<file path="config.mk">
export PLATFORM = sky130hd
export DESIGN_NAME = shdm_hash
export DESIGN_NICKNAME = d
export VERILOG_FILES = /design/src/rtl/shdm_pkg.sv /design/src/rtl/shdm_hash.sv
export SDC_FILE = /design/constraint.sdc
export NUM_CORES = 1
export LEC_CHECK = 0
export BUFFER_PORTS_ARGS = -buffer_cell sky130_fd_sc_hd__buf_2
export CAP_MARGIN = 0
export CORE_MARGIN = 2
export CORE_UTILIZATION = 60
export CTS_CLUSTER_DIAMETER = 200
export DETAILED_ROUTE_END_ITERATION = 10
export GPL_ROUTABILITY_DRIVEN = 0
export PLACE_DENSITY = 0.88
export SLEW_MARGIN = 20
export SYNTH_ARGS = -nofsm -noshare
export SYNTH_HDL_FRONTEND = slang
export SYNTH_SLANG_ARGS = --single-unit
</file>
<file path="constraint.sdc">
create_clock -name clk_i -period 3.2 [get_ports clk_i]
set_clock_uncertainty 0.05 [all_clocks]
set_input_delay 0.96 -clock clk_i [delete_from_list [all_inputs] [get_ports clk_i]]
set_output_delay 0.96 -clock clk_i [all_outputs]
set_load 0.02 [all_outputs]
</file>
<file path="src/rtl/shdm_pkg.sv">
// ----------------------------------------------------------------------------
// Spatial hash table package
// Word types, operation codes and hash constants shared by the spatial hash
// table modules.
// ----------------------------------------------------------------------------
`timescale 1ns / 1ps
`default_nettype none

package shdm_pkg;

  // Hash multipliers for the column and row coordinates
  localparam logic [31:0] HASH_MUL_X = 32'd73856093;
  localparam logic [31:0] HASH_MUL_Y = 32'd19349663;

  // Operation codes carried in the input word
  typedef enum logic [1:0] {
    OP_LOOKUP     = 2'd0,
    OP_LOAD       = 2'd1,
    OP_UNLOAD     = 2'd2,
    OP_UNLOAD_ALL = 2'd3
  } op_e;

  // Request word
  typedef struct packed {
    op_e                operation;
    logic signed [15:0] cell_x;
    logic signed [15:0] cell_y;
  } in_word_t;

  // Response word
  typedef struct packed {
    logic               hit;
    logic [7:0]         slot;
    logic               evicted;
    logic signed [15:0] evicted_x;
    logic signed [15:0] evicted_y;
    logic [31:0]        seed;
    logic [8:0]         occupied_count;
  } out_word_t;

  // Request after hashing, as handed from the hash stage to the table stage
  typedef struct packed {
    op_e                op;
    logic signed [15:0] x;
    logic signed [15:0] y;
    logic [31:0]        h;
  } hash_word_t;

  // One table entry: valid flag and coordinate tag
  typedef struct packed {
    logic               valid;
    logic signed [15:0] x;
    logic signed [15:0] y;
  } tag_entry_t;

endpackage

`default_nettype wire

</file>
<file path="src/rtl/shdm_hash.sv">
// ----------------------------------------------------------------------------
// Spatial hash coordinate hash stage
// Multiplies both coordinates by their hash constants into a register, then
// combines the products and folds the magnitude of the hash into a slot.
// ----------------------------------------------------------------------------
`timescale 1ns / 1ps
`default_nettype none

module shdm_hash #(
  parameter int unsigned SlotBits = 8
) (
  input  wire logic                     clk_i,
  input  wire logic                     rst_ni,
  input  wire logic                     en_i,
  input  wire logic                     vld_i,
  input  wire shdm_pkg::in_word_t       word_i,
  output logic                          vld_o,
  output shdm_pkg::hash_word_t          word_o,
  output logic [SlotBits-1:0]           slot_o
);

  logic               vld_q;
  shdm_pkg::op_e      op_q;
  logic signed [15:0] x_q;
  logic signed [15:0] y_q;
  logic [31:0]        hx_q;
  logic [31:0]        hy_q;
  logic [31:0]        hx_d;
  logic [31:0]        hy_d;
  logic [31:0]        h;
  logic [SlotBits-1:0] h_lo;

  // Sign-extended coordinate times its constant, wrapped to 32 bits
  always_comb begin
    hx_d = {{16{word_i.cell_x[15]}}, word_i.cell_x} * shdm_pkg::HASH_MUL_X;
    hy_d = {{16{word_i.cell_y[15]}}, word_i.cell_y} * shdm_pkg::HASH_MUL_Y;
  end

  // Stage valid flag
  always_ff @(posedge clk_i or negedge rst_ni) begin
    if (!rst_ni) begin
      vld_q <= 1'b0;
    end else if (en_i) begin
      vld_q <= vld_i;
    end
  end

  // Product and request registers
  always_ff @(posedge clk_i) begin
    if (en_i && vld_i) begin
      op_q <= word_i.operation;
      x_q  <= word_i.cell_x;
      y_q  <= word_i.cell_y;
      hx_q <= hx_d;
      hy_q <= hy_d;
    end
  end

  // Combine products; the slot is the low bits of the hash magnitude, which
  // for a negative hash are the low bits of its two's complement.
  always_comb begin
    h      = hx_q ^ hy_q;
    h_lo   = h[SlotBits-1:0];
    slot_o = h[31] ? (~h_lo + SlotBits'(1)) : h_lo;
    vld_o  = vld_q;
    word_o = '{op: op_q, x: x_q, y: y_q, h: h};
  end

endmodule

`default_nettype wire

</file>
==> run summary, run 1 <==
status - stopped before the end
stage where the flow stopped - 5_1_grt
stop err - [ERROR GRT-0232] Routing congestion too high. Check the congestion heatmap in the GUI.
I/O Buffers - 112
post-place instance area - 18,300 um^2
global route total overflow - 84
number of enable flip-flop cells after synthesis - 95
synth warn - 0
width of the die - 160 um
last reported worst endpoint of the global-route repair pass - hx_q[31]$_DFFE_PP_/D
total global routing track utilization - 74.4%
die height - 160 um
netlist area before placement - 14,600 um^2
share of async-settable or async-resettable flops after synthesis - 1.04%
Post-CTS Hold Fix Bufs - 0
Clock Sink Count - 96
number of buffers inserted during clock tree synthesis - 9
biggest area contributors in the synthesized netlist - fa_1 (30%), ha_1 (24%), edfxtp_1 (19%)
net count of the mapped netlist - 1,875
cell accounting for the most synthesized area - fa_1
detailed placement HPWL - 37,500 um
leading register cell type out of synthesis - edfxtp_1
flip-flop and latch count after synthesis - 96
Post-Syn Instances - 1,339
number of buffers on the longest clock path - 2
clock root buffer master - clkbuf_16
proportion of netlist area held by the largest area contributor - 30.4%
starting utilization of the core area - 60.7%
Syn Area/Cell - 10.9 um^2
Core Rows - 57
maximum number of pins on one net before global-route repair - 39
count of different cell masters after synthesis - 52
sequential fraction of the synthesis area - 19.7%
WEP type - register input
Clock H-tree levels - 3
Top Ports - 113
[through the flow]
step / instances / worst slack [ns]
after floorplan: 1339 / -2.72
after global placement: 2059 / -3.03
after detailed placement: 2059 / -3.37
after CTS: 2104 / -3.02
[cell families after synthesis]
logic type	share of synthesized area (%)
buffers and inverters	10.4
muxes	0.0770
xor gates and xnor gates	6.41
adders and majority gates	54.0
and+or+nand+nor	3.32
AOI/OAI and AO/OA	6.13
DFF	19.7
[metal layers]
metal / GRT overflow / track usage, %
met5: 0 / 36.4
met3: 1 / 65.2
met4: 46 / 75.8
met1: 0 / 71.0
met2: 37 / 88.6
[synth_stat cells, drive strengths merged (2+ instances only)]
library cell	count
o21a	5
a221o	2
fa	222
or2	4
nor2	28
edfxtp	95
ha	276
nand2	25
xor2	48
nor2b	6
buf	4
o21bai	4
o31ai	3
nand2b	6
or3	2
a31o	4
a21o	21
o21ai	21
nand3	12
inv	398
a21oi	45
a31oi	2
nand4	3
a311oi	2
a211o	3
nor3	11
and3	2
xnor2	59
o211ai	5
a211oi	3
[repair_timing]
| item | 4_1_cts |
|---|---|
| endpoints found under the setup margin | 55 |
| pin swaps | 109 |
| resized for setup | 188 |
| setup buffers | 34 |
| gates cloned | 0 |
==> run 2: changes to the inputs <==
Settings changed: CORE_UTILIZATION 60 to 40, CTS_CLUSTER_DIAMETER 200 to unset, PLACE_DENSITY 0.88 to unset, PLACE_DENSITY_LB_ADDON set to 0.15.
==> run 2 against run 1 <==
The flow now finishes, with violations (setup timing). Synthesized cell count did not move. Area after synthesis unchanged.
==> run summary, run 2 <==
number of inserted filler cells in the final layout - 3,136
Layout Utilization - 56.3%
width of the die - 195 um
residual DRC count - 0
registers with the most flip-flops - hy_q (31), hx_q (30)
Clock Sink Count - 96
synth warn - 0
net count of the mapped netlist - 1,875
unrepaired setup endpoints after global routing - true
worst reg2reg setup slack - 2.41 ns
required time of the critical path - 3.28 ns
average via count per standard cell - 4.63
status - finished with violations
fraction of layout cells with a size suffix above 1 - 39.0%
area occupied by registers - 2880 um^2
Post-Syn Instances - 1,339
number of enable flip-flop cells after synthesis - 95
Core Rows - 70
I/O Buffers - 112
violation count after the first detailed-route iteration - 473
total wirelength of the detailed-routed design - 38,700 um
violated checks - setup timing
maximum number of pins on one net before global-route repair - 43
Clock H-tree levels - 3
most numerous cell on the critical path - fa_1
critical path data arrival time - 5.97 ns
via count - 10,524
flip-flop and latch count after synthesis - 96
flip-flop count of the largest register after layout - 31
most frequent cell after synthesis - inv_1
commonest non-fill, non-tap cells in the layout - inv_1 (361), buf_4 (307), ha_1 (206), fa_1 (203), edfxtp_1 (95)
post-placement worst setup slack - -3.22 ns
worst slew margin relative to its limit - 66.0%
sequential fraction of the synthesis area - 19.7%
max-slew violation total from the final report - 0
maxcap violations - 0
cell-by-cell listing of the critical path - buf_8 > buf_6 > buf_6 > fa_1 > fa_1 > inv_2 > fa_1 > inv_2 > fa_1 > inv_1 > fa_1 > inv_2 > ha_4 > nand4_1 > a21oi_2 > o21ai_2 > o211ai_1 > buf_4 > a311oi_4 > o31ai_1 > a21oi_1 > xnor2_1
final layout net count - 2,338
Core Region - 36,300 um^2
worst-path maximum fanout - 4
starting utilization of the core area - 40.3%
Die Area - 38,100 um^2
cell accounting for the most synthesized area - fa_1
antenna cell count - 0
vias in the first global route - 11,210
final worst slack - -2.69 ns
most frequent standard cell in the layout excluding fill and tap cells - inv_1
number of buffers on the longest clock path - 2
type of the setup path with the least slack - in2reg
number of hold violations in the final report - 0
endpoint class of the critical path - flop
number of buffers inserted during clock tree synthesis - 9
actual slew at the worst max-slew pin - 0.508 ns
post-route cell area - 20,500 um^2
clock insertion delay at the later pin of the skew report - 0.37 ns
critical path's slowest cell - fa_1
clock root buffer master - clkbuf_16
netlist area before placement - 14,600 um^2
global-route wire length before repair - 61,600 um
Post-CTS Hold Fix Bufs - 0
number of failing setup endpoints in the final timing report - 53
Worst path max stage delay - 0.57 ns
type of origin of the critical path - primary input
share of async-settable or async-resettable flops after synthesis - 1.04%
register ranked first by flip-flop count - hy_q
fraction of the cycle the final worst path needs - 184%
Top Ports - 113
detailed placement HPWL - 33,400 um
biggest area contributors in the synthesized netlist - fa_1 (30%), ha_1 (24%), edfxtp_1 (19%)
global route total overflow - 0
signed area change from the synthesized netlist to the final layout - 39.9%
highest clock frequency the design can meet - 0.170 GHz
ranking of synthesized cells by instance count - inv_1 (398), ha_1 (276), fa_1 (222), edfxtp_1 (95), xnor2_1 (59)
die height - 195 um
first-pass detailed-route iteration total - 6
dominant delay contributor by cell family on the critical path - adder cells
time the worst path needs with I/O delays and setup - 5.89 ns
post-place instance area - 18,600 um^2
count of different cell masters after synthesis - 52
antenna violations before repair - 0
proportion of netlist area held by the largest area contributor - 30.4%
Syn Area/Cell - 10.9 um^2
clock tree from TritonCTS - built
average wire per cell in the routed design - 17.0 um
Worst Path Buf+Inv - 8
Final ANT Viol Nets - 0
register clock-pin slew on the reported worst setup and hold paths - 0.07 ns
leading register cell type out of synthesis - edfxtp_1
total global routing track utilization - 21.3%
hold crit path type - in2async
combined area of the multi-input logic cells - 11,700 um^2
## run 2: final timing paths
kind | startpoint | to | cells past startpoint
worst max-delay path | word_i[21] | hx_q[30] | 22
worst min-delay path | rst_ni | vld_o | 1
worst max register to register | vld_o | vld_o | 1
worst min register to register | vld_o | vld_o | 1
max in group asynchronous | rst_ni | vld_o | 1
min in group clk_i | vld_o | vld_o | 1
## run 2: layout make-up
type	instances	area share [%]
Sequential cell	96	14.1
Clock inverter	7	0.440
Inverter	398	7.31
Timing Repair Buffer	456	16.9
Tap cell	468	2.86
Clock buffer	9	1.10
Multi-Input combinational cell	841	57.3
## run 2: kinds of logic after synthesis
family,count (synthesis),synth area share (%)
adder cells (fa/ha/maj),498,54.0
buffers and inverters,402,10.4
AO/OA/AOI/OAI,132,6.13
XOR/XNOR,107,6.41
AND/OR/NAND/NOR,103,3.32
flip-flops,96,19.7
multiplexers,1,0.0770
## run 2: layer usage
| layer | up-vias | part of all wire, % | track usage [%] |
|---|---|---|---|
| li1 | 5145 | - | - |
| met1 | 5195 | 50 | 32.1 |
| met2 | 167 | 46 | 33.0 |
| met3 | 17 | 3.7 | 3.14 |
| met4 | 0 | 0.88 | 3.53 |
| met5 | - | 0 | 0 |
## run 2: timing repair
item                                    CTS  global route
resized for setup                       132           139
setup buffers                            23            32
cloned                                    0             0
endpoints found under the setup margin   55            56
pin swaps                                87            95
## run 2: metrics by stage
step	hold WS, ns	TNS [ns]	cells
detailed placement	0.452	-129.90	2222
floorplan	0.586	-99.52	1339
global route	0.275	-110.03	2275
global placement	0.435	-129.15	2222
finish	0.293	-104.18	2275
CTS	0.273	-105.43	2256
Power of run 2 is left out: the tool's default activity adds up to more than one toggle a clock period on the data nets, which glitch-free logic cannot reach.
